<file path="src/sv/ambient_light_dimmer_top_macros.svh">
// Assertion macros shared by the dimmer RTL.
// Each macro samples on clk and is disabled while rst is high.
`ifndef AMBIENT_LIGHT_DIMMER_TOP_MACROS_SVH
`define AMBIENT_LIGHT_DIMMER_TOP_MACROS_SVH

// The consequent must hold in the same cycle as the antecedent.
`define ALD_ASSERT_SAME(label, cond, expr, msg) \
  label: assert property (@(posedge clk) disable iff (rst) (cond) |-> (expr)) \
    else $error(msg);

// The consequent must hold in the cycle after the antecedent.
`define ALD_ASSERT_NEXT(label, cond, expr, msg) \
  label: assert property (@(posedge clk) disable iff (rst) (cond) |=> (expr)) \
    else $error(msg);

`endif

</file>
<file path="src/sv/ald_pkg.sv">
package ald_pkg;

  localparam int SAMPLES_DEF = 4;

  localparam int ADC_W    = 10;
  localparam int DUTY_W   = 8;
  localparam int TICK_W   = 16;
  localparam int CNT_W    = 4;
  localparam int SUM_W    = 14;
  localparam int PROD_W   = ADC_W + DUTY_W;
  localparam int DIV_STEPS = PROD_W;
  localparam int STEP_W   = $clog2(DIV_STEPS);
  localparam int ADDR_W   = 5;
  localparam int DATA_W   = 32;
  localparam int IDX_W    = 3;

  // Register map, one 32-bit word per register.
  typedef enum logic [IDX_W-1:0] {
    REG_USE_SENSOR  = 3'd0,
    REG_MANUAL_DUTY = 3'd1,
    REG_BRIGHT      = 3'd2,
    REG_DARK        = 3'd3,
    REG_DUTY_MAX    = 3'd4,
    REG_DUTY_MIN    = 3'd5,
    REG_PERIOD      = 3'd6
  } reg_idx_t;

  localparam logic              RST_USE_SENSOR  = 1'b1;
  localparam logic [DUTY_W-1:0] RST_MANUAL_DUTY = 8'd185;
  localparam logic [ADC_W-1:0]  RST_BRIGHT      = 10'd200;
  localparam logic [ADC_W-1:0]  RST_DARK        = 10'd450;
  localparam logic [DUTY_W-1:0] RST_DUTY_MAX    = 8'd255;
  localparam logic [DUTY_W-1:0] RST_DUTY_MIN    = 8'd20;
  localparam logic [TICK_W-1:0] RST_PERIOD      = 16'd1000;
  localparam logic [DUTY_W-1:0] RST_SENSOR_DUTY = 8'd255;

  typedef struct packed {
    logic              use_sensor;
    logic [DUTY_W-1:0] manual_duty;
    logic [ADC_W-1:0]  bright_threshold;
    logic [ADC_W-1:0]  dark_threshold;
    logic [DUTY_W-1:0] duty_max;
    logic [DUTY_W-1:0] duty_min;
    logic [TICK_W-1:0] sample_period_ms;
  } cfg_t;

  typedef struct packed {
    logic             cmd;
    logic [ADC_W-1:0] adc_value;
  } in_t;

  typedef struct packed {
    logic [DUTY_W-1:0] duty;
    logic              sample_request;
    logic              duty_updated;
  } out_t;

  // Controller to datapath.
  typedef struct packed {
    logic accept;
    logic avg_calc;
    logic div_step;
    logic map_check;
    logic map_finish;
    logic emit;
  } ctrl_cmd_t;

  // Datapath to controller.
  typedef struct packed {
    logic reading_done;
    logic in_range;
    logic out_free;
  } ctrl_status_t;

endpackage

</file>
<file path="src/sv/ald_regs.sv">
module ald_regs (
  input  logic                        clk,
  input  logic                        rst,
  input  logic                        psel,
  input  logic                        penable,
  input  logic                        pwrite,
  input  logic [ald_pkg::ADDR_W-1:0]  paddr,
  input  logic [ald_pkg::DATA_W-1:0]  pwdata,
  output logic [ald_pkg::DATA_W-1:0]  prdata,
  output logic                        pready,
  output ald_pkg::cfg_t               cfg
);
  import ald_pkg::*;

  reg_idx_t idx;
  logic     wr;

  assign idx    = reg_idx_t'(paddr[ADDR_W-1:2]);
  assign wr     = psel && penable && pwrite;
  assign pready = 1'b1;

  always_ff @(posedge clk) begin
    if (rst) begin
      cfg.use_sensor       <= RST_USE_SENSOR;
      cfg.manual_duty      <= RST_MANUAL_DUTY;
      cfg.bright_threshold <= RST_BRIGHT;
      cfg.dark_threshold   <= RST_DARK;
      cfg.duty_max         <= RST_DUTY_MAX;
      cfg.duty_min         <= RST_DUTY_MIN;
      cfg.sample_period_ms <= RST_PERIOD;
    end else if (wr) begin
      unique case (idx)
        REG_USE_SENSOR:  cfg.use_sensor       <= pwdata[0];
        REG_MANUAL_DUTY: cfg.manual_duty      <= pwdata[DUTY_W-1:0];
        REG_BRIGHT:      cfg.bright_threshold <= pwdata[ADC_W-1:0];
        REG_DARK:        cfg.dark_threshold   <= pwdata[ADC_W-1:0];
        REG_DUTY_MAX:    cfg.duty_max         <= pwdata[DUTY_W-1:0];
        REG_DUTY_MIN:    cfg.duty_min         <= pwdata[DUTY_W-1:0];
        REG_PERIOD:      cfg.sample_period_ms <= pwdata[TICK_W-1:0];
        default: ;
      endcase
    end
  end

  always_comb begin
    unique case (idx)
      REG_USE_SENSOR:  prdata = DATA_W'(cfg.use_sensor);
      REG_MANUAL_DUTY: prdata = DATA_W'(cfg.manual_duty);
      REG_BRIGHT:      prdata = DATA_W'(cfg.bright_threshold);
      REG_DARK:        prdata = DATA_W'(cfg.dark_threshold);
      REG_DUTY_MAX:    prdata = DATA_W'(cfg.duty_max);
      REG_DUTY_MIN:    prdata = DATA_W'(cfg.duty_min);
      REG_PERIOD:      prdata = DATA_W'(cfg.sample_period_ms);
      default:         prdata = '0;
    endcase
  end

endmodule

</file>
<file path="src/sv/ald_dp.sv">
module ald_dp #(
  parameter int unsigned SAMPLES = ald_pkg::SAMPLES_DEF
) (
  input  logic                  clk,
  input  logic                  rst,
  input  ald_pkg::cfg_t         cfg,
  input  ald_pkg::in_t          in_item,
  input  ald_pkg::ctrl_cmd_t    cmd,
  output ald_pkg::ctrl_status_t status,
  output logic                  out_valid,
  input  logic                  out_ready,
  output ald_pkg::out_t         out_item
);
  import ald_pkg::*;

  localparam logic [CNT_W:0] SAMPLES_C = (CNT_W + 1)'(SAMPLES);

  // The average is a multiply by a rounded-up reciprocal of SAMPLES. The rounding
  // error stays below SAMPLES, so with this shift it never reaches the next integer
  // for any sum that fits in SUM_W bits.
  localparam int unsigned         AVG_SHIFT  = SUM_W + CNT_W;
  localparam int unsigned         AVG_PROD_W = SUM_W + AVG_SHIFT + 1;
  localparam logic [AVG_SHIFT:0]  AVG_RECIP  =
    (AVG_SHIFT + 1)'(((1 << AVG_SHIFT) + SAMPLES - 1) / SAMPLES);

  logic [TICK_W-1:0] elapsed;
  logic              collecting;
  logic [CNT_W-1:0]  taken;
  logic [SUM_W-1:0]  sum;
  logic [DUTY_W-1:0] sensor_duty;
  logic              updated;

  // Restoring divider for the interpolation: partial remainder, dividend/quotient,
  // divisor. The dividend register also carries the sum and then the average.
  logic [ADC_W-1:0]  rem;
  logic [PROD_W-1:0] dq;
  logic [ADC_W-1:0]  divisor;
  logic              neg;

  logic [TICK_W-1:0]     elapsed_inc;
  logic [CNT_W:0]        taken_inc;
  logic [SUM_W-1:0]      sum_next;
  logic [AVG_PROD_W-1:0] avg_prod;
  logic [ADC_W:0]        shifted;
  logic                  ge;
  logic [ADC_W:0]        diff;
  logic [ADC_W-1:0]      avg;
  logic [ADC_W-1:0]      offset;
  logic [DUTY_W-1:0]     mag;
  logic [PROD_W-1:0]     prod;
  logic                  neg_span;

  assign elapsed_inc = (elapsed != '1) ? elapsed + 1'b1 : elapsed;
  assign taken_inc   = {1'b0, taken} + 1'b1;
  assign sum_next    = sum + SUM_W'(in_item.adc_value);

  assign avg_prod = AVG_PROD_W'(dq[SUM_W-1:0]) * AVG_PROD_W'(AVG_RECIP);

  assign shifted = {rem, dq[PROD_W-1]};
  assign ge      = shifted >= {1'b0, divisor};
  assign diff    = shifted - {1'b0, divisor};

  assign avg      = dq[ADC_W-1:0];
  assign offset   = avg - cfg.bright_threshold;
  assign neg_span = cfg.duty_min > cfg.duty_max;
  assign mag      = neg_span ? cfg.duty_min - cfg.duty_max : cfg.duty_max - cfg.duty_min;
  assign prod     = PROD_W'(offset) * PROD_W'(mag);

  assign status.reading_done = in_item.cmd && collecting && (taken_inc >= SAMPLES_C);
  assign status.in_range     = (avg > cfg.bright_threshold) && (avg < cfg.dark_threshold);
  assign status.out_free     = !out_valid || out_ready;

  always_ff @(posedge clk) begin
    if (rst) begin
      elapsed     <= '0;
      collecting  <= 1'b0;
      taken       <= '0;
      sum         <= '0;
      sensor_duty <= RST_SENSOR_DUTY;
      updated     <= 1'b0;
      out_valid   <= 1'b0;
    end else begin
      if (cmd.accept) begin
        updated <= status.reading_done;
        if (!in_item.cmd) begin
          if (elapsed_inc >= cfg.sample_period_ms) begin
            elapsed    <= '0;
            collecting <= 1'b1;
            taken      <= '0;
            sum        <= '0;
          end else begin
            elapsed <= elapsed_inc;
          end
        end else if (collecting) begin
          if (status.reading_done) begin
            collecting <= 1'b0;
            taken      <= '0;
            sum        <= '0;
          end else begin
            taken <= taken_inc[CNT_W-1:0];
            sum   <= sum_next;
          end
        end
      end
      if (cmd.map_check && !status.in_range) begin
        sensor_duty <= (avg <= cfg.bright_threshold) ? cfg.duty_max : cfg.duty_min;
      end
      if (cmd.map_finish) begin
        sensor_duty <= neg ? cfg.duty_max + dq[DUTY_W-1:0] : cfg.duty_max - dq[DUTY_W-1:0];
      end
      if (cmd.emit) begin
        out_valid <= 1'b1;
      end else if (out_ready) begin
        out_valid <= 1'b0;
      end
    end
  end

  // Averaging, divider and output payload registers.
  always_ff @(posedge clk) begin
    if (cmd.accept && status.reading_done) begin
      dq <= PROD_W'(sum_next);
    end else if (cmd.avg_calc) begin
      dq <= PROD_W'(avg_prod[AVG_SHIFT +: ADC_W]);
    end else if (cmd.map_check) begin
      rem     <= '0;
      dq      <= prod;
      divisor <= cfg.dark_threshold - cfg.bright_threshold;
      neg     <= neg_span;
    end else if (cmd.div_step) begin
      rem <= ge ? diff[ADC_W-1:0] : shifted[ADC_W-1:0];
      dq  <= {dq[PROD_W-2:0], ge};
    end
    if (cmd.emit) begin
      out_item.duty           <= cfg.use_sensor ? sensor_duty : cfg.manual_duty;
      out_item.sample_request <= collecting;
      out_item.duty_updated   <= updated;
    end
  end

endmodule

</file>
<file path="src/sv/ald_ctrl.sv">
module ald_ctrl (
  input  logic                  clk,
  input  logic                  rst,
  input  logic                  in_valid,
  output logic                  in_ready,
  input  ald_pkg::ctrl_status_t status,
  output ald_pkg::ctrl_cmd_t    cmd
);
  import ald_pkg::*;

  typedef enum logic [5:0] {
    S_IDLE      = 6'b000001,
    S_AVG       = 6'b000010,
    S_MAP_CHECK = 6'b000100,
    S_MAP_DIV   = 6'b001000,
    S_MAP_DONE  = 6'b010000,
    S_EMIT      = 6'b100000
  } state_t;

  state_t            state;
  state_t            state_next;
  logic [STEP_W-1:0] step;
  logic              step_last;

  assign step_last = step == STEP_W'(DIV_STEPS - 1);
  assign in_ready  = state == S_IDLE;

  always_comb begin
    state_next = state;
    cmd        = '0;
    unique case (state)
      S_IDLE: begin
        cmd.accept = in_valid;
        if (in_valid) begin
          state_next = status.reading_done ? S_AVG : S_EMIT;
        end
      end
      S_AVG: begin
        cmd.avg_calc = 1'b1;
        state_next   = S_MAP_CHECK;
      end
      S_MAP_CHECK: begin
        cmd.map_check = 1'b1;
        state_next    = status.in_range ? S_MAP_DIV : S_EMIT;
      end
      S_MAP_DIV: begin
        cmd.div_step = 1'b1;
        if (step_last) begin
          state_next = S_MAP_DONE;
        end
      end
      S_MAP_DONE: begin
        cmd.map_finish = 1'b1;
        state_next     = S_EMIT;
      end
      S_EMIT: begin
        cmd.emit = status.out_free;
        if (status.out_free) begin
          state_next = S_IDLE;
        end
      end
      default: state_next = S_IDLE;
    endcase
  end

  always_ff @(posedge clk) begin
    if (rst) begin
      state <= S_IDLE;
      step  <= '0;
    end else begin
      state <= state_next;
      step  <= cmd.div_step && !step_last ? step + 1'b1 : '0;
    end
  end

endmodule

</file>
<file path="src/sv/ambient_light_dimmer_top.sv">
// Channel   Handshake               Payload   Direction
// input     in_valid / in_ready     in_item   tick or sensor reading in
// output    out_valid / out_ready   out_item  duty, request and update flags out
// config    psel/penable/pwrite     pwdata    APB register write, prdata read
//
// A tick, or a reading that does not finish a set, goes from idle straight to emit.
// A set-ending reading then passes the averaging and map-check states, and inside the
// thresholds 18 steps of the one-bit-per-cycle divider interpolate before map-done.
// Synchronous active-high reset restores all but the divider and payload registers.
// A stalled output holds its transaction while the next input is still taken in;
// the controller then waits in its emit state until the output frees up.
module ambient_light_dimmer_top #(
  parameter int unsigned SAMPLES = ald_pkg::SAMPLES_DEF
) (
  input  logic                       clk,
  input  logic                       rst,
  input  logic                       in_valid,
  output logic                       in_ready,
  input  ald_pkg::in_t               in_item,
  output logic                       out_valid,
  input  logic                       out_ready,
  output ald_pkg::out_t              out_item,
  input  logic                       psel,
  input  logic                       penable,
  input  logic                       pwrite,
  input  logic [ald_pkg::ADDR_W-1:0] paddr,
  input  logic [ald_pkg::DATA_W-1:0] pwdata,
  output logic [ald_pkg::DATA_W-1:0] prdata,
  output logic                       pready
);
  import ald_pkg::*;

`include "ambient_light_dimmer_top_macros.svh"

  cfg_t         cfg;
  ctrl_cmd_t    cmd;
  ctrl_status_t status;

  // Configuration registers behind the APB port.
  ald_regs u_regs (
    .clk     (clk),
    .rst     (rst),
    .psel    (psel),
    .penable (penable),
    .pwrite  (pwrite),
    .paddr   (paddr),
    .pwdata  (pwdata),
    .prdata  (prdata),
    .pready  (pready),
    .cfg     (cfg)
  );

  // The controller sequences one transaction at a time.
  ald_ctrl u_ctrl (
    .clk      (clk),
    .rst      (rst),
    .in_valid (in_valid),
    .in_ready (in_ready),
    .status   (status),
    .cmd      (cmd)
  );

  // The datapath holds the tick counter, the reading accumulator, the averaging
  // multiplier, the divider and the output register.
  ald_dp #(
    .SAMPLES (SAMPLES)
  ) u_dp (
    .clk       (clk),
    .rst       (rst),
    .cfg       (cfg),
    .in_item   (in_item),
    .cmd       (cmd),
    .status    (status),
    .out_valid (out_valid),
    .out_ready (out_ready),
    .out_item  (out_item)
  );

  // The block works on one transaction at a time, so it is busy right after taking one.
  `ALD_ASSERT_NEXT(a_busy_after_accept, in_valid && in_ready, !in_ready,
                   "input taken while previous transaction still in progress")

  // Finishing a set of readings always ends the collection window.
  `ALD_ASSERT_SAME(a_update_ends_request, out_valid && out_item.duty_updated,
                   !out_item.sample_request, "duty update with request still raised")

  // In manual mode the delivered duty is the manual register.
  `ALD_ASSERT_SAME(a_manual_duty, out_valid && !cfg.use_sensor,
                   out_item.duty == cfg.manual_duty, "manual duty not delivered")

endmodule

</file>
<file path="config.mk">
export PLATFORM = sky130hd
export DESIGN_NAME = ambient_light_dimmer_top
export DESIGN_NICKNAME = d
export VERILOG_FILES = /design/src/sv/ald_pkg.sv /design/src/sv/ald_regs.sv /design/src/sv/ald_dp.sv /design/src/sv/ald_ctrl.sv /design/src/sv/ambient_light_dimmer_top.sv
export VERILOG_INCLUDE_DIRS = /design/src /design/src/sv
export SDC_FILE = /design/constraint.sdc
export NUM_CORES = 1
export LEC_CHECK = 0
export ABC_AREA = 0
export BUFFER_PORTS_ARGS = -buffer_cell sky130_fd_sc_hd__buf_2
export CORE_MARGIN = 4
export CORE_UTILIZATION = 40
export DETAILED_ROUTE_END_ITERATION = 10
export SYNTH_ARGS = -nofsm -noshare
export SYNTH_HDL_FRONTEND = slang
export SYNTH_SLANG_ARGS = --single-unit
</file>
<file path="constraint.sdc">
create_clock -name clk -period 6.1 [get_ports clk]
set_clock_uncertainty 0.15 [all_clocks]
set_input_delay 0 -clock clk [delete_from_list [all_inputs] [get_ports clk]]
set_output_delay 0 -clock clk [all_outputs]
set_load 0.03 [all_outputs]
</file>
# Yosys cells after proc, flatten, opt, wreduce, memory -nomap -nowiden

Index checks and enable logic that the tools add are counted.

Multiply operators: 1
$lt $le $gt $ge: 7
Equal/unequal tests: 18
$add $sub $neg: 11
Mux-type cells: 41
Reductions and logical operators: 33
Bitwise logic cells: 4

Operators by type and width:

| kind                    | count |
|---|---|
| $pmux W16 S7            | 1 |
| $mux W14                | 6 |
| $mux W8                 | 6 |
| $mux W18                | 2 |
| $pmux W6 S6             | 1 |
| $mux W16                | 2 |
| $mux W6                 | 5 |
| $sub A10 B10 Y10        | 3 |
| $sub A8 B8 Y8           | 3 |
| $mux W10                | 2 |
| $mul A10 B8 Y18         | 1 |
| $reduce_and A2 Y1       | 9 |
| $add A16 B1 Y16 const B | 1 |
| $ge A16 B16 Y1          | 1 |
| $mux W4                 | 4 |
| $ne A16 B16 Y1 const B  | 1 |
| $add A14 B10 Y14        | 1 |
| $mux W1                 | 12 |
| $reduce_and A3 Y1       | 4 |
| $ge A11 B10 Y1          | 1 |
| $gt A10 B10 Y1          | 1 |
| $le A10 B10 Y1          | 1 |
| $lt A10 B10 Y1          | 1 |
| $eq A3 B3 Y1 const B    | 3 |
| 24 further kinds        | 43 |

Word-level logic and storage cells: 139
Flip-flop bits (word level): 166
Input bits: 55
Output and inout bits: 45

# Longest topological paths before layout

Word-level depth: 6
Gate-level depth with buffers: 28
Depth with buffers taken out: 27

# Cells and area by module

From an unflattened synthesis, not the netlist that was laid out.

Cells, all modules: 1635
Area total of the unflattened synthesis: 14152.3 um^2

Modules (own cells, without submodules):

| module   | seq. area each (um^2) | cells an instance | times used | area an instance (um^2) |
|---|---|---|---|---|
| ald_dp   | 2332.2                | 1219              | 1          | 10463.8 |
| ald_regs | 1221.2                | 350               | 1          | 3075.4 |
| ald_ctrl | 220.2                 | 66                | 1          | 613.1 |

# Worst setup path after synthesis

Ideal clock, no wire load.

Path kind: register to register
From: register, netlist name u_regs.cfg[25]
To: register u_dp.dq[12], data pin
Arrival: 5.992 ns
Cell stages (with the launch flop): 23
Period minus slack after synthesis: 6.419 ns
Path slack: -0.319 ns
Path buffers: 1
Setup time: 0.277 ns
Required time: 5.673 ns
Cells stage by stage: dfxtp_1 -> inv_1 -> fa_1 -> a21o_1 -> a21oi_1 -> nor2_1 -> o22a_1 -> buf_2 -> mux2i_1 -> xor2_1 -> nor2_1 -> fa_1 -> fa_1 -> fa_1 -> inv_1 -> fa_1 -> inv_1 -> ha_1 -> a2111oi_0 -> o21ai_0 -> a41oi_1 -> xor2_1 -> o221ai_1

Longest elaborated chain between the ends: 6
Elaborated cells between the ends (all ways): 8
Those cells by class: 2 x add/sub; 1 x mul; 1 x order compare; 4 x mux

RTL lines:

| element              | line          | text |
|---|---|---|
| $gt A8 B8 Y1         | ald_dp.sv:65  | `assign neg_span = cfg.duty_min > cfg.duty_max;` |
| via u_dp.neg_span    | ald_dp.sv:51  | `logic neg_span;` |
| $mux W8              | ald_dp.sv:66  | `assign mag = neg_span ? cfg.duty_min - cfg.duty_max : cfg.duty_max - cfg.duty_min;` |
| $mul A10 B8 Y18      | ald_dp.sv:67  | `assign prod = PROD_W'(offset) * PROD_W'(mag);` |
| $mux W18             | ald_dp.sv:125 | `end else if (cmd.map_check) begin` |
| $mux W14             | ald_dp.sv:123 | `end else if (cmd.avg_calc) begin` |
| $mux W14             | ald_dp.sv:121 | `if (cmd.accept && status.reading_done) begin` |
| to (signal assigned) | ald_dp.sv:122 | `dq <= PROD_W'(sum_next);` |
| to (signal assigned) | ald_dp.sv:124 | `dq <= PROD_W'(avg_prod[AVG_SHIFT +: ADC_W]);` |
| to (signal assigned) | ald_dp.sv:127 | `dq <= prod;` |
| to (decl)            | ald_dp.sv:36  | `logic [PROD_W-1:0] dq;` |

The timed path passes the listed nets, and every way through them passes these cells.
A chain may end at the register's enable or synchronous reset.

# Worst setup path after layout

From: register, netlist name u_regs.cfg[16]
To: register u_dp.dq[11], data pin

Longest elaborated chain between the ends: 6
Elaborated cells between the ends (all ways): 8
Those cells by class: 2 x add/sub; 1 x mul; 1 x order compare; 4 x mux

RTL lines:

| element                                              | line |
|---|---|
| $sub A8 B8 Y8 / $gt A8 B8 Y1 (equally long branches) | ald_dp.sv:66, ald_dp.sv:65 |
| $mux W8 *                                            | ald_dp.sv:66 |
| $mul A10 B8 Y18 *                                    | ald_dp.sv:67 |
| $mux W18 *                                           | ald_dp.sv:125 |
| $mux W14 *                                           | ald_dp.sv:123 |
| $mux W14 *                                           | ald_dp.sv:121 |

Mark *: on every way between the ends. The rest lies on a longest branch, timed or not.

==> results by group <==
Status
  • Outcome: complete, but fails checks
  • Failing checks: negative setup slack

Worst setup path
  • R2R Setup Slk: -120 ps
  • CP Data Required Time: 6140 ps
  • CP max FO: 6
  • Crit path kind: register to register
  • Crit path DAT: about 6300 ps
  • Setup crit start kind: register
  • CP Capture Type: register

Clock network
  • Total CTS buffers: 17
  • CTS tree: yes
  • Clk Latency, worst-skew pair: about 440 ps
  • Clk slew on worst S/H paths: 70 ps
  • CTS root buf: clkbuf_16
  • Max H-tree Level: 4
  • Clock Sink Count: about 170
  • Max clock buf depth: 2

Global route
  • Initial antenna violation count: 0
  • Total track usage: 21.4%
  • Global-route wire length before repair: 62.7 mm
  • Largest net degree at the start of global routing: 80
  • Total grt overflow: 0
  • Vias in the first global route: 11800

Placement
  • IO buf count: 64
  • Dpl ws: -364 ps
  • Dpl cell area: 15000 um2
  • RePlAce Congestion: 0.888
  • Post-DP HPWL: around 30 mm

Yosys
  • Post-synth EDFFs: 45
  • Yosys reg bits: 166
  • Distinct cell type count after synthesis: 74
  • Synth Flop Type: dfxtp_1
  • Synth warn: 0
  • Post-synth ARST share: 0%
  • Post-Syn Area: 13500 um2
  • Mapped Avg Cell Area: 8.41 um2
  • Syn Inst Count: 1606
  • Seq/Total Area, Yosys: between 20 and 30%

STA
  • Slew Limit Fails: 0
  • Final WS setup: -116 ps
  • Slew margin rel.: a little under a quarter
  • Slew at the pin closest to its max-slew limit: 1150 ps
  • Setup violations, final: 3
  • RSZ-0062 raised after global routing: true
  • Final Cycle Share: 102%
  • Final Hold Fails: 0
  • Final worst path period need: 6220 ps
  • Highest Clock Rate: 161 MHz

Die
  • Die ar.: 36800 um2
  • Ports: 100
  • Area of the core: 33400 um2
  • Die height: 192 um
  • Initial Util: 40.4%
  • Chip Width: 192 um
  • Placement row count: 67

Power and ir drop
  • Peak supply drop: about 180 uV
  • Leak pwr: 7.11 nW
  • PwrDens: 207 nW/um2

Finish
  • Fillers: 3255
  • Ant diodes: 0
  • Area Overhead vs Synth: 20.2%
  • Design Area, Final: 16200 um2
  • Share of cells above drive strength 1: around 18%
  • Final net count: 2012

Hold path
  • Worst Hold Class: input pin to register

Route
  • DR iter-0 viols: around 700
  • DR vias: between 10000 and 15000
  • DRC: 0
  • Post-route ant nets: 0
  • WL/cell: approximately 17 um
  • Drt via density: 5.32
  • TritonRoute pass-1 iters: 5
  • Routed WL: between 30 and 40 mm

Run
  • Max Cap Viol: 0
-- cell families (layout without fill, tap and decap cells) --
logic type | Yosys count | in the layout | synth area share, %
adder cells (fa/ha/maj) | 185 | 185 | 20.2
other | 2 | 17 | 0.0556
buffers and inverters | 232 | 396 | 6.95
AO/OA/AOI/OAI | 358 | 358 | 17.1
flip-flops | 166 | 166 | 27.9
XOR/XNOR | 76 | 76 | 4.93
AND/OR/NAND/NOR | 526 | 526 | 18.2
multiplexers | 61 | 61 | 4.67
-- per-stage QoR --
stage	cells	hold slack (ps)	utilization [%]	total power [mW]	setup TNS, ps
finish	2233	40.3	48.5	3.36	-202
global placement	2167	89.9	44.9	2.05	-1710
CTS	2231	17.3	48.1	3.31	-558
detailed placement	2167	98.7	44.9	2.06	-2640
floorplan	1621	-24.9	-	1.79	0
global route	2233	68.1	48.5	3.54	-1960
-- flip-flops by register name (all words and copies together) (netlist names), 5 cells and up --
register          cells
u_dp.divisor         10
u_ctrl.state          6
u_dp.elapsed         16
u_dp.sum             14
u_dp.dq              18
u_dp.sensor_duty      8
u_regs.cfg           61
u_ctrl.step           5
u_dp.out_item        10
u_dp.rem             10
-- cells in the final DEF (no fill, tap or decap), types with 21 or more instances in the layout --
cell type      netlist  layout
and3_1              23      23
mux2i_1             45      39
a21oi_1            115     111
fa_1                55      49
nand3_1             45      44
dlygate4sd3_1        0      23
o21ai_0             61      50
buf_2                3      64
inv_1              155     144
nor2b_1             21      21
edfxtp_1            45      45
dfxtp_1            121     118
buf_4               17     116
nor2_1             152     147
xor2_1              32      29
xnor2_1             44      40
a21o_1              21      21
o211ai_1            46      46
nand2_1            176     176
ha_1               130     120
-- power by group --
group	leakage, nW	total [mW]	internal, mW	switching (mW)
sequential	1.37	1.14	1.13	0.00803
combinational	5.45	1.10	0.516	0.584
clock	0.291	1.12	0.628	0.489
-- cell usage after synthesis, types with 17 or more instances --
cell type  count  share of area [%]
nand2_1      176                4.9
inv_1        155                4.3
nor2_1       152                4.2
ha_1         130                 12
dfxtp_1      121                 18
a21oi_1      115                4.3
o21ai_0       61                2.3
fa_1          55                8.2
clkbuf_1      51                1.4
o211ai_1      46                2.6
edfxtp_1      45                 10
mux2i_1       45                3.3
nand3_1       45                1.7
xnor2_1       44                2.9
xor2_1        32                2.1
and3_1        23                1.1
a21o_1        21                1.2
nor2b_1       21               0.97
or2_2         19               0.88
buf_4         17               0.95
-- layout make-up --
class | instances | area, um2 | share of cell area [%]
Inverter | 156 | 586 | 3.61
Clock inverter | 11 | 109 | 0.671
Clock buffer | 21 | 493 | 3.04
Tap cell | 448 | 561 | 3.45
Multi-Input combinational cell | 1223 | 9210 | 56.8
Timing Repair Buffer | 208 | 1490 | 9.16
Sequential cell | 166 | 3780 | 23.3
-- worst max-delay path: stages, from the launching register on --
cell and delay, ps:
dfxtp_2 330, inv_2 60, ha_4 120, inv_2 40, fa_2 360, a21o_1 180
a21oi_2 140, nor2_1 50, o22a_2 290, mux2i_4 230, xor2_2 200, or2_2 310
fa_1 470, fa_1 580, inv_2 50, fa_1 480, inv_1 50, fa_1 500
inv_2 50, ha_4 260, o21a_1 120, o31a_1 240, nor4_4 70, o31a_1 290
xnor2_1 130, a22oi_1 130, o21ai_1 90
-- metal layers --
layer	GRT usage [%]	vias up	part of all wire, %
met3	2.64	59	3.8
met5	0	-	0
met1	28.7	5682	46
li1	-	5880	-
met4	7.24	0	3.0
met2	35.8	255	48
-- path summary, 6_finish.rpt --
path         cells past startpoint      startpoint                to
min reg2reg                      0    u_dp.updated  u_dp.out_item[0]
max                             26  u_regs.cfg[16]       u_dp.dq[11]
min                              4      in_item[8]        u_dp.dq[8]
max reg2reg                     26  u_regs.cfg[16]       u_dp.dq[11]
-- timing repair --
action	in CTS	in global routing
buffers inserted	9	3
hold buffers	23	0
gates resized for setup	37	35
pin swaps	35	37
endpoints found under the hold margin	72	0
endpoints found under the setup margin	10	12
(Power assumes the default switching activity.)
